## src/tmph_pkg.sv

```systemverilog
// Shared types and constants for the trimmed-mean pH reader.
// No dependencies; imported by every module of the block.
`default_nettype none

package tmph_pkg;

  // input item codes
  localparam logic CMD_REQUEST = 1'b0;
  localparam logic CMD_TICK    = 1'b1;

  // configuration register indexes
  localparam int unsigned CFG_IDX_W = 2;
  localparam logic [CFG_IDX_W-1:0] CFG_INTERVAL = 2'd0;
  localparam logic [CFG_IDX_W-1:0] CFG_NEUTRAL  = 2'd1;
  localparam logic [CFG_IDX_W-1:0] CFG_SLOPE    = 2'd2;
  localparam int unsigned CFG_DATA_W = 16;

  // configuration reset values
  localparam logic [15:0]        INTERVAL_RST = 16'd50;
  localparam logic [12:0]        NEUTRAL_RST  = 13'd2500;
  localparam logic signed [10:0] SLOPE_RST    = -11'sd180;

  // accumulator widths and reset values
  localparam int unsigned SUM_W   = 16;
  localparam int unsigned ADC_W   = 12;
  localparam int unsigned TAKEN_W = 4;
  localparam logic [ADC_W-1:0] ADC_MAX = 12'd4095;

  // scaling constants: full scale 2 * 3.3 V over 4095 codes, pH 7 at the middle
  localparam logic [12:0] MV_SCALE = 13'd6600;
  localparam logic [6:0]  CENTI    = 7'd100;
  localparam logic signed [21:0] PH_MID = 22'sd700;
  localparam logic signed [21:0] PH_TOP = 22'sd1400;

  // voltage scaling by reciprocal multiplication
  localparam int unsigned RECIP_W  = 33;
  localparam int unsigned MV_SHIFT = 32;
  localparam int unsigned PROD_W   = SUM_W + RECIP_W;

  // slope divider geometry
  localparam int unsigned DIV_W     = 20;
  localparam int unsigned DIVR_W    = 11;
  localparam int unsigned DIV_CNT_W = 5;
  localparam int unsigned PMUL_W    = 20;

  typedef struct packed {
    logic        command;
    logic [11:0] adc_sample;
  } in_word_t;

  typedef struct packed {
    logic [14:0] trimmed_sum;
    logic [12:0] module_mv;
    logic [10:0] ph_centi;
  } out_word_t;

  // controller to datapath
  typedef struct packed {
    logic clear_run;
    logic tick;
    logic load_prod;
    logic div_start;
    logic load_mv;
    logic load_diff;
    logic load_out;
  } cmd_t;

  // datapath to controller
  typedef struct packed {
    logic last_take;
    logic div_done;
    logic out_free;
  } status_t;

endpackage

`default_nettype wire

```

## src/tmph_div.sv

```systemverilog
// Restoring divider, one quotient bit per cycle, unsigned operands.
// Depends on tmph_pkg for operand widths.
`default_nettype none

module tmph_div import tmph_pkg::*; (
  input  wire logic              clk,
  input  wire logic              rst_n,
  input  wire logic              start,
  input  wire logic [DIV_W-1:0]  dividend,
  input  wire logic [DIVR_W-1:0] divisor,
  output logic                   done,
  output logic [DIV_W-1:0]       quotient
);

  logic                 busy_r, busy_nxt;
  logic                 done_r, done_nxt;
  logic [DIV_CNT_W-1:0] cnt_r, cnt_nxt;
  logic [DIV_W-1:0]     work_r, work_nxt;
  logic [DIVR_W-1:0]    rem_r, rem_nxt;
  logic [DIVR_W-1:0]    den_r, den_nxt;
  logic [DIVR_W:0]      rem_sh;
  logic [DIVR_W:0]      rem_sub;
  logic                 ge;

  // one shift and trial subtract
  always_comb begin
    rem_sh   = {rem_r, work_r[DIV_W-1]};
    rem_sub  = rem_sh - {1'b0, den_r};
    ge       = (rem_sh >= {1'b0, den_r});
    busy_nxt = busy_r;
    done_nxt = 1'b0;
    cnt_nxt  = cnt_r;
    work_nxt = work_r;
    rem_nxt  = rem_r;
    den_nxt  = den_r;
    if (start) begin
      busy_nxt = 1'b1;
      cnt_nxt  = DIV_CNT_W'(DIV_W - 1);
      work_nxt = dividend;
      rem_nxt  = '0;
      den_nxt  = divisor;
    end else if (busy_r) begin
      work_nxt = {work_r[DIV_W-2:0], ge};
      rem_nxt  = ge ? rem_sub[DIVR_W-1:0] : rem_sh[DIVR_W-1:0];
      cnt_nxt  = cnt_r - 1'b1;
      if (cnt_r == '0) begin
        busy_nxt = 1'b0;
        done_nxt = 1'b1;
      end
    end
  end

  // control state
  always_ff @(posedge clk) begin
    if (!rst_n) begin
      busy_r <= 1'b0;
      done_r <= 1'b0;
    end else begin
      busy_r <= busy_nxt;
      done_r <= done_nxt;
    end
  end

  // operand and partial result registers
  always_ff @(posedge clk) begin
    cnt_r  <= cnt_nxt;
    work_r <= work_nxt;
    rem_r  <= rem_nxt;
    den_r  <= den_nxt;
  end

  assign done     = done_r;
  assign quotient = work_r;

endmodule

`default_nettype wire

```

## src/tmph_datapath.sv

```systemverilog
// Datapath: configuration registers, sample accumulators, scaling and output word.
// Depends on tmph_pkg and instantiates tmph_div.
`default_nettype none

module tmph_datapath import tmph_pkg::*; #(
  parameter int unsigned SAMPLES = 10
) (
  input  wire logic                 clk,
  input  wire logic                 rst_n,
  input  wire logic                 cfg_write,
  input  wire logic [CFG_IDX_W-1:0] cfg_index,
  input  wire logic [CFG_DATA_W-1:0] cfg_data,
  input  wire logic [ADC_W-1:0]     sample,
  input  wire cmd_t                 cmd,
  output status_t                   sts,
  input  wire logic                 out_stall,
  output logic                      out_valid,
  output out_word_t                 out_word
);

  // mv = floor(trimmed * 6600 / den), exact for every 16-bit trimmed sum
  localparam logic [63:0] MV_DEN = 64'((SAMPLES - 2) * 4095);
  localparam logic [RECIP_W-1:0] MV_RECIP =
    RECIP_W'(((64'(MV_SCALE) << MV_SHIFT) + MV_DEN - 64'd1) / MV_DEN);
  localparam logic [TAKEN_W-1:0] TAKE_END = TAKEN_W'(SAMPLES);

  logic [15:0]        interval_r;
  logic [12:0]        neutral_r;
  logic signed [10:0] slope_r;

  logic [15:0]        elapsed_r, elapsed_nxt;
  logic [TAKEN_W-1:0] taken_r, taken_nxt;
  logic [SUM_W-1:0]   sum_r, sum_nxt;
  logic [ADC_W-1:0]   min_r, min_nxt;
  logic [ADC_W-1:0]   max_r, max_nxt;

  logic [15:0]        elapsed_inc;
  logic               hit;
  logic [SUM_W-1:0]   trimmed;

  logic [SUM_W-1:0]   trim_r;
  logic [PROD_W-1:0]  prod_r;
  logic [12:0]        mv_r;
  logic [PMUL_W-1:0]  pmul_r;
  logic               neg_r;

  logic [DIV_W-1:0]   div_dividend;
  logic [DIVR_W-1:0]  div_divisor;
  logic               div_done;
  logic [DIV_W-1:0]   div_quot;

  logic [10:0]        slope_mag;
  logic [13:0]        diff;
  logic [12:0]        diff_mag;
  logic [21:0]        q_ext;
  logic signed [21:0] ph_raw;
  logic [10:0]        ph;

  logic               out_valid_r;
  out_word_t          out_word_r;

  // configuration writes, indexes past the list are dropped
  always_ff @(posedge clk) begin
    if (!rst_n) begin
      interval_r <= INTERVAL_RST;
      neutral_r  <= NEUTRAL_RST;
      slope_r    <= SLOPE_RST;
    end else if (cfg_write) begin
      case (cfg_index)
        CFG_INTERVAL: interval_r <= cfg_data;
        CFG_NEUTRAL:  neutral_r  <= cfg_data[12:0];
        CFG_SLOPE:    slope_r    <= signed'(cfg_data[10:0]);
        default:      ;
      endcase
    end
  end

  // sample timing: saturating tick counter against the interval
  always_comb begin
    elapsed_inc = (elapsed_r == 16'hFFFF) ? elapsed_r : elapsed_r + 16'd1;
    hit         = !(elapsed_inc < interval_r);
  end

  assign sts.last_take = hit && ((taken_r + 1'b1) == TAKE_END);

  // accumulator update
  always_comb begin
    elapsed_nxt = elapsed_r;
    taken_nxt   = taken_r;
    sum_nxt     = sum_r;
    min_nxt     = min_r;
    max_nxt     = max_r;
    if (cmd.clear_run) begin
      elapsed_nxt = '0;
      taken_nxt   = '0;
      sum_nxt     = '0;
      min_nxt     = ADC_MAX;
      max_nxt     = '0;
    end else if (cmd.tick) begin
      if (hit) begin
        elapsed_nxt = '0;
        taken_nxt   = taken_r + 1'b1;
        sum_nxt     = sum_r + SUM_W'(sample);
        if (sample < min_r) min_nxt = sample;
        if (sample > max_r) max_nxt = sample;
      end else begin
        elapsed_nxt = elapsed_inc;
      end
    end
  end

  always_ff @(posedge clk) begin
    if (!rst_n) begin
      elapsed_r <= '0;
      taken_r   <= '0;
      sum_r     <= '0;
      min_r     <= ADC_MAX;
      max_r     <= '0;
    end else begin
      elapsed_r <= elapsed_nxt;
      taken_r   <= taken_nxt;
      sum_r     <= sum_nxt;
      min_r     <= min_nxt;
      max_r     <= max_nxt;
    end
  end

  // trimmed sum; min and max are both part of the sum so this never goes negative
  assign trimmed = sum_r - SUM_W'(min_r) - SUM_W'(max_r);

  // signed operand magnitudes
  always_comb begin
    slope_mag = slope_r[10] ? (~slope_r + 11'd1) : slope_r;
    diff      = {1'b0, neutral_r} - {1'b0, mv_r};
    diff_mag  = diff[13] ? 13'(~diff + 14'd1) : diff[12:0];
  end

  // scaling registers
  always_ff @(posedge clk) begin
    if (cmd.load_prod) begin
      trim_r <= trimmed;
      prod_r <= PROD_W'(trimmed) * PROD_W'(MV_RECIP);
    end
    if (cmd.load_mv) begin
      mv_r <= prod_r[MV_SHIFT +: 13];
    end
    if (cmd.load_diff) begin
      pmul_r <= {7'b0, diff_mag} * {13'b0, CENTI};
      neg_r  <= diff[13] ^ slope_r[10];
    end
  end

  // divider for the slope term
  assign div_dividend = pmul_r;
  assign div_divisor  = slope_mag;

  tmph_div u_div (
    .clk      (clk),
    .rst_n    (rst_n),
    .start    (cmd.div_start),
    .dividend (div_dividend),
    .divisor  (div_divisor),
    .done     (div_done),
    .quotient (div_quot)
  );

  assign sts.div_done = div_done;

  // pH offset from neutral, then clamp to the scale; a zero slope gives pH 7
  always_comb begin
    q_ext  = {2'b0, div_quot[PMUL_W-1:0]};
    ph_raw = neg_r ? (PH_MID - signed'(q_ext)) : (PH_MID + signed'(q_ext));
    if (slope_r == '0) begin
      ph = 11'(PH_MID);
    end else if (ph_raw[21]) begin
      ph = '0;
    end else if (ph_raw > PH_TOP) begin
      ph = 11'(PH_TOP);
    end else begin
      ph = ph_raw[10:0];
    end
  end

  // result register, refilled once the waiting word is taken
  assign sts.out_free = !out_valid_r || !out_stall;

  always_ff @(posedge clk) begin
    if (!rst_n) begin
      out_valid_r <= 1'b0;
    end else if (cmd.load_out) begin
      out_valid_r <= 1'b1;
    end else if (!out_stall) begin
      out_valid_r <= 1'b0;
    end
  end

  always_ff @(posedge clk) begin
    if (cmd.load_out) begin
      out_word_r.trimmed_sum <= trim_r[14:0];
      out_word_r.module_mv   <= mv_r;
      out_word_r.ph_centi    <= ph;
    end
  end

  assign out_valid = out_valid_r;
  assign out_word  = out_word_r;

endmodule

`default_nettype wire

```

## src/tmph_ctrl.sv

```systemverilog
// Controller: measurement state and the sequence of the final computation.
// Depends on tmph_pkg for the command and status structs.
`default_nettype none

module tmph_ctrl import tmph_pkg::*; (
  input  wire logic    clk,
  input  wire logic    rst_n,
  input  wire logic    in_valid,
  input  wire logic    command,
  input  wire status_t sts,
  output logic         in_stall,
  output cmd_t         cmd
);

  typedef enum logic [6:0] {
    ST_RUN     = 7'b000_0001,
    ST_MUL     = 7'b000_0010,
    ST_MV      = 7'b000_0100,
    ST_DIFF    = 7'b000_1000,
    ST_PHSTART = 7'b001_0000,
    ST_PHDIV   = 7'b010_0000,
    ST_OUT     = 7'b100_0000
  } state_t;

  state_t state_r, state_nxt;
  logic   busy_r, busy_nxt;
  logic   accept;

  // next state and datapath commands
  always_comb begin
    state_nxt = state_r;
    busy_nxt  = busy_r;
    cmd       = '0;
    accept    = in_valid && (state_r == ST_RUN);
    unique case (state_r)
      ST_RUN: begin
        if (accept) begin
          if (command == CMD_REQUEST) begin
            if (!busy_r) begin
              busy_nxt      = 1'b1;
              cmd.clear_run = 1'b1;
            end
          end else if (busy_r) begin
            cmd.tick = 1'b1;
            if (sts.last_take) state_nxt = ST_MUL;
          end
        end
      end
      ST_MUL: begin
        cmd.load_prod = 1'b1;
        state_nxt     = ST_MV;
      end
      ST_MV: begin
        cmd.load_mv = 1'b1;
        state_nxt   = ST_DIFF;
      end
      ST_DIFF: begin
        cmd.load_diff = 1'b1;
        state_nxt     = ST_PHSTART;
      end
      ST_PHSTART: begin
        cmd.div_start = 1'b1;
        state_nxt     = ST_PHDIV;
      end
      ST_PHDIV: begin
        if (sts.div_done) state_nxt = ST_OUT;
      end
      ST_OUT: begin
        if (sts.out_free) begin
          cmd.load_out  = 1'b1;
          cmd.clear_run = 1'b1;
          busy_nxt      = 1'b0;
          state_nxt     = ST_RUN;
        end
      end
      default: state_nxt = ST_RUN;
    endcase
  end

  always_ff @(posedge clk) begin
    if (!rst_n) begin
      state_r <= ST_RUN;
      busy_r  <= 1'b0;
    end else begin
      state_r <= state_nxt;
      busy_r  <= busy_nxt;
    end
  end

  assign in_stall = (state_r != ST_RUN);

endmodule

`default_nettype wire

```

## src/trimmed_mean_ph_reader.sv

```systemverilog
// Top level of the trimmed-mean pH reader: controller plus datapath.
// Depends on tmph_pkg, tmph_ctrl, tmph_datapath and tmph_div.
//
//   channel  handshake             payload
//   in       in_valid / in_stall   in_word   (command, adc_sample)
//   out      out_valid / out_stall out_word  (trimmed_sum, module_mv, ph_centi)
//   cfg      cfg_valid / cfg_ready cfg_index, cfg_data
//
// Request and tick words are taken one per cycle while in_stall is low.
// The tick that brings the last sample holds in_stall high through the product,
// voltage, difference and divider start states, the 20-bit bit-serial division
// by the slope, and the output state.
// The result is written into the output register, and in_stall stays high
// beyond that only while an earlier result still waits under out_stall.
// rst_n is synchronous; no clearing pass is needed after it. cfg_ready is always high.
`default_nettype none

module trimmed_mean_ph_reader import tmph_pkg::*; #(
  parameter int unsigned SAMPLES = 10
) (
  input  wire logic                  clk,
  input  wire logic                  rst_n,
  input  wire logic                  in_valid,
  output logic                       in_stall,
  input  wire in_word_t              in_word,
  output logic                       out_valid,
  input  wire logic                  out_stall,
  output out_word_t                  out_word,
  input  wire logic                  cfg_valid,
  output logic                       cfg_ready,
  input  wire logic [CFG_IDX_W-1:0]  cfg_index,
  input  wire logic [CFG_DATA_W-1:0] cfg_data
);

  cmd_t    cmd;
  status_t sts;

  assign cfg_ready = 1'b1;

  tmph_ctrl u_ctrl (
    .clk      (clk),
    .rst_n    (rst_n),
    .in_valid (in_valid),
    .command  (in_word.command),
    .sts      (sts),
    .in_stall (in_stall),
    .cmd      (cmd)
  );

  tmph_datapath #(
    .SAMPLES (SAMPLES)
  ) u_dp (
    .clk       (clk),
    .rst_n     (rst_n),
    .cfg_write (cfg_valid && cfg_ready),
    .cfg_index (cfg_index),
    .cfg_data  (cfg_data),
    .sample    (in_word.adc_sample),
    .cmd       (cmd),
    .sts       (sts),
    .out_stall (out_stall),
    .out_valid (out_valid),
    .out_word  (out_word)
  );

`ifndef SYNTHESIS
  // a new result only appears at the end of a stalled computation
  a_result_after_compute: assert property (@(posedge clk) disable iff (!rst_n)
    $rose(out_valid) |-> $past(in_stall))
    else $error("result appeared without a computation phase");

  // pH stays within its clamp
  a_ph_range: assert property (@(posedge clk) disable iff (!rst_n)
    out_valid |-> (out_word.ph_centi <= 11'd1400))
    else $error("ph_centi out of range");

  // module voltage never exceeds full scale
  a_mv_range: assert property (@(posedge clk) disable iff (!rst_n)
    out_valid |-> (out_word.module_mv <= 13'd6600))
    else $error("module_mv out of range");
`endif

endmodule

`default_nettype wire
```

## config.mk

```make
export PLATFORM = sky130hd
export DESIGN_NAME = trimmed_mean_ph_reader
export DESIGN_NICKNAME = d
export VERILOG_FILES = /design/src/tmph_pkg.sv /design/src/tmph_div.sv /design/src/tmph_datapath.sv /design/src/tmph_ctrl.sv /design/src/trimmed_mean_ph_reader.sv
export SDC_FILE = /design/constraint.sdc
export NUM_CORES = 1
export LEC_CHECK = 0
export ABC_AREA = 1
export BUFFER_PORTS_ARGS = -buffer_cell sky130_fd_sc_hd__buf_4
export CORE_MARGIN = 1
export CORE_UTILIZATION = 40
export CTS_CLUSTER_DIAMETER = 120
export DETAILED_ROUTE_END_ITERATION = 8
export HOLD_SLACK_MARGIN = 0.15
export REMOVE_ABC_BUFFERS = 1
export SLEW_MARGIN = 20
export SYNTH_ARGS = -nofsm -noshare
export SYNTH_HDL_FRONTEND = slang
export SYNTH_HIERARCHICAL = 1
export SYNTH_SLANG_ARGS = --single-unit
```

## constraint.sdc

```tcl
create_clock -name clk -period 10.5 [get_ports clk]
set_input_delay 1.575 -clock clk [delete_from_list [all_inputs] [get_ports clk]]
set_output_delay 1.575 -clock clk [all_outputs]
set_load 0.005 [all_outputs]
```

==> reports/qor.csv, run 1 <==
metric,value,unit
grt_overflow,0,
endpoint_kind,register,
die_height,243.6,µm
fmax,124.0,MHz
finClkSkew,22.70,ps
multiInputGateArea,14590,µm²
routed_via_density,5.045,
p_comb_frac,0.208,
syn_area_per_cell,8.238,µm²
hp-class,reg -> reg,
cts_tree,built,
cp_common_cell,fa_1,
ys_ff_latch,257,
leakagePower,12.63,nW
cap_violations,0,
synth-edff-count,130,
max_stage_delay,630,ps
grt_setup_unrepaired,false,
clockRootBuffer,clkbuf_16,
htreeDepth,2,
r2r_cells,31,
post-route-period-util,0.7678,
drtPass1Iterations,5,
seq_area_frac_synth,0.2761,
grt_use_total,0.2055,
regArea,6446,µm²
slew_violations,0,
wl_per_cell,16.40,µm
hold_viol,0,
cts_buffer_depth,3,
fin_crit,8062,ps
drive_gt1_frac,0.09438,
die_w,243.6,µm
postSynthCellCount,2834,
post_cts_resized,0,
dpl.hpwl,48.56,mm
post-place-cells,3637,
grt_max_degree,50,
ys.flop_type,edfxtp_1,
boundaryPins,78,
clock_power_share,0.414,
setup_tns,0,ps
ys_types,64,
yosys.area.top_type_share,0.1672,
yosysTopAreaCell,edfxtp_1,
async_flop_share,0,
ys_warn_count,6,
sw_frac_of_total,0.2984,
die_area,59340,µm²
globalplace.congestion,0.9417,
cts_setup_buffers,0,
area_growth,10.72,%
layout.cells.non_filler,3701,
grt_pass1_wl,97.88,mm
port_buffers,76,
insertion_delay,570,ps
peakVddDrop,156.1,µV
rows,88,
p_int,2.045,mW
status,"complete, no violations",
coreArea,57700,µm²
antenna_found_initial,0,
fin_nets,3392,
grt_pass1_vias,18790,
drt_iter0_markers,1104,
worstPathRequired,10800,ps
cts_buffers,35,
hold_depth,0,
holdBufCountCts,0,
tightest_slew,1072,ps
p_total,2.915,mW
initial_core_util,0.4046,
clock_sinks,257,
fin_util,0.4480,
syn_area,23350,µm²
arrival,8370,ps
fillers,5688,
mostFrequentLayoutCell,nand2_1,
worstSetupPathType,reg -> reg,
slowest_stage,xor2_1,
maxSlewHeadroom,0.2830,
yosys-top-cells-area,"edfxtp_1 17%, ha_1 16%, fa_1 13%",
cts.clk_slew.worst_paths,60,ps
postRouteAntennaNets,0,
path_max_fanout,8,
cellPowerDensity,112.8,nW/µm²
vias,18670,
layout_common_cells,"570 x nand2_1, 523 x inv_1, 301 x ha_1",
setup_ws,2438,ps
start_kind,register,
wl,60.70,mm
dp_slack,2528,ps
drc_errors,0,
pwr-share-seq,0.377,
p_sw,869.8,µW
finalSetupViolations,0,
final timing paths:
kind	from	to	slack, ps
worst max-delay path	u_dp/min_r[2]	u_dp/prod_r[43]	2440
worst min-delay path	u_dp/trim_r[11]	u_dp/out_word[35]	410
worst max register to register	u_dp/min_r[2]	u_dp/prod_r[43]	2440
worst min register to register	u_dp/trim_r[11]	u_dp/out_word[35]	410
through the flow:
stage | hold slack [ps] | instance area [µm²]
floorplan | 400.3 | 23020
global placement | 402.9 | 24680
detailed placement | 404.5 | 24680
CTS | 416.9 | 25850
global route | 423.6 | 25850
finish | 414.4 | 25850
registers in the layout (all words and copies together), names as in the netlist, 15 cells and up:
| signal | flops |
|---|---|
| u_dp/elapsed_r | 16 |
| u_dp/sum_r | 16 |
| u_dp/div_dividend | 18 |
| u_dp/u_div/quotient | 20 |
| u_dp/trim_r | 15 |
| u_dp/interval_r | 16 |
| u_dp/out_word | 39 |
worst max-delay path: cells and delay by family, from the launching register on:
| kind | cells | cell delay [ps] |
|---|---|---|
| adder cells (fa/ha/maj) | 9 | 4080 |
| AO/OA/AOI/OAI | 8 | 1600 |
| XOR/XNOR | 2 | 780 |
| AND/OR/NAND/NOR | 7 | 660 |
| flip-flops | 1 | 350 |
| buffers and inverters | 5 | 330 |
power groups by stage:
stage | combinational, mW | clock (mW) | sequential, mW
finish | 0.607 | 1.21 | 1.10
global route | 0.696 | 1.28 | 1.10
CTS | 0.605 | 1.25 | 1.10
detailed placement | 0.598 | 0 | 1.12
global placement | 0.586 | 0 | 1.12
floorplan | 0.448 | 0 | 1.12
cells by family after synthesis:
kind of cell | after synthesis | synth area share
other cells | 2 | 0.0003217
buf+inv | 588 | 0.1000
flops | 257 | 0.2761
compound gates | 342 | 0.08275
fa+ha+maj | 447 | 0.2865
xor+xnor | 105 | 0.04036
simple gates | 1093 | 0.2139
per-layer routing:
| metal | vias to the layer above | share of wire | GRT usage | wire, µm |
|---|---|---|---|---|
| li1 | 9330 | - | - | - |
| met1 | 8895 | 0.45 | 0.2688 | 27480 |
| met2 | 381 | 0.49 | 0.3592 | 29690 |
| met3 | 66 | 0.043 | 0.02578 | 2604 |
| met4 | 0 | 0.015 | 0.04779 | 929 |
| met5 | - | 0 | 0 | 0 |
cell usage after synthesis (26+ instances only):
cell,count
a21oi_1,166
dfxtp_1,127
edfxtp_1,130
fa_1,146
ha_1,301
inv_1,523
nand2_1,570
nand2_2,26
nand3_1,126
nand3_2,40
nand4_1,63
nor2_1,179
nor3_1,34
o21ai_0,89
xnor2_1,26
xor2_1,76
area by class of cell:
class | instances | share of cell area
clock inverter | 17 | 0.007454
antenna | 1 | 0.00009681
clock buffer | 46 | 0.03785
multi-input combinational | 1990 | 0.5642
sequential | 257 | 0.2494
tap | 765 | 0.03703
timing repair buffer | 91 | 0.02643
inverter | 534 | 0.07754
Power figures use the tool's default switching activity.
==> inputs of run 2 (changes only) <==
clock period = 6.81 ns   (was 10.5 ns; I/O delays follow)
==> reports/qor.csv, run 2 (synthesis results as in run 1) <==
metric,value,unit
drt_iter0_markers,949,
reg2reg_slack,-420,ps
globalplace.congestion,0.9577,
maxSlewHeadroom,0.2675,
grt_pass1_vias,19750,
cap_violations,0,
port_buffers,76,
leakagePower,13.98,nW
violations,setup timing,
fin_crit,7228,ps
boundaryPins,78,
slew_violations,0,
dpl.hpwl,50.49,mm
cts_buffer_depth,3,
grt_overflow,0,
peakVddDrop,258.0,µV
fin_area,28460,µm²
grt_setup_unrepaired,true,
antenna_found_initial,1,
clock_sinks,257,
path_max_fanout,3,
drtPass1Iterations,5,
vias,19780,
fin_nets,3648,
hp-class,reg -> reg,
worstSetupPathType,reg -> reg,
htreeDepth,1,
slowest_stage,fa_2,
wl_per_cell,16.25,µm
drive_gt1_frac,0.2144,
place_area,26220,µm²
tightest_slew,1095,ps
mostFrequentLayoutCell,nand2_1,
grt_max_degree,50,
cp_common_cell,inv_2,
finalSetupViolations,13,
coreArea,57700,µm²
arrival,7570,ps
worstPathRequired,7150,ps
drc_errors,0,
diodes,0,
post-route-period-util,1.061,
max_stage_delay,590,ps
die_w,243.6,µm
cts_buffers,31,
hold_viol,0,
die_height,243.6,µm
setup_ws,-417.8,ps
largest_reg_flops,39,
holdBufCountCts,0,
finClkSkew,13.80,ps
initial_core_util,0.4046,
cellPowerDensity,156.4,nW/µm²
rows,88,
layout_common_cells,"552 x nand2_1, 493 x inv_1, 346 x buf_4",
cts_tree,built,
grt_pass1_wl,102.6,mm
routed_via_density,5.001,
postRouteAntennaNets,0,
largest_register,u_dp/out_word,
endpoint_kind,register,
insertion_delay,600,ps
grt_use_total,0.2137,
fmax,138.4,MHz
wl,64.27,mm
start_kind,register,
post-place-cells,3842,
status,"complete, but fails checks",
p_total,4.452,mW
clockRootBuffer,clkbuf_16,
layout.cells.non_filler,3955,
cts.clk_slew.worst_paths,70,ps
area_growth,21.93,%
die_area,59340,µm²
run 2: changes by cell type in the layout (fill, tap and decap cells not counted), sizes merged:
| cell | previous run | this run |
|---|---|---|
| clkbuf | 46 | 39 |
| buf | 91 | 350 |
| bufinv | 2 | 7 |
| clkinvlp | 1 | 3 |
| nand3 | 167 | 168 |
| diode | 1 | 0 |
| clkinv | 16 | 11 |
run 2: power breakdown:
group / internal, mW / switching [mW]
sequential: 1.69 / 0.00955
clock: 1.12 / 0.702
combinational: 0.368 / 0.569
total: 3.17 / 1.28
run 2: path summary, 6_finish.rpt:
check / endpoint / from / cells past startpoint
worst max register to register: u_dp/prod_r[44] / u_dp/min_r[6] / 35
worst max-delay path: u_dp/prod_r[44] / u_dp/min_r[6] / 35
worst min register to register: u_dp/out_word[29] / u_dp/trim_r[5] / 0
worst min-delay path: u_dp/out_word[29] / u_dp/trim_r[5] / 0
run 2: final cells by class:
type                       instances  area, µm²
fill                            5474      29230
multi-input combinational       1991      15280
inverter                         534       2009
timing repair buffer             350       2643
clock inverter                    19      299.0
clock buffer                      39      815.8
sequential                       257       6460
tap                              765      957.2
run 2: timing repair:
action	4_1_cts	5_1_grt
gates resized for setup	133	61
gates cloned	0	1
buffers inserted	49	9
setup endpoints to repair	13	25
pin swaps	99	46
run 2: critical path: cells and delay by family, from the launching register on:
| family | cells | cell delay [ps] |
|---|---|---|
| AO/OA/AOI/OAI | 5 | 660 |
| AND/OR/NAND/NOR | 10 | 980 |
| adder cells (fa/ha/maj) | 10 | 4190 |
| XOR/XNOR | 2 | 330 |
| flip-flops | 1 | 330 |
| buffers and inverters | 8 | 480 |
run 2: metrics by stage:
step / setup WS [ps] / hold slack, ps / utilization / TNS [ps]
2_1_floorplan: -472.6 / 400.3 / - / -4671
3_3_place_gp: -700.3 / 403.6 / 0.4544 / -7519
3_5_place_dp: -785.7 / 404.5 / 0.4544 / -9038
4_1_cts: -296.2 / 418.4 / 0.4885 / -2990
5_1_grt: -683.5 / 424.4 / 0.4934 / -7598
6_report: -417.8 / 420.0 / 0.4934 / -4092
run 2: layer usage:
layer,vias up,global-route usage,share of wire
met5,-,0,0.00020
met4,2,0.05772,0.027
met3,100,0.02137,0.037
met2,390,0.3753,0.49
met1,9440,0.2785,0.45
li1,9845,-,-
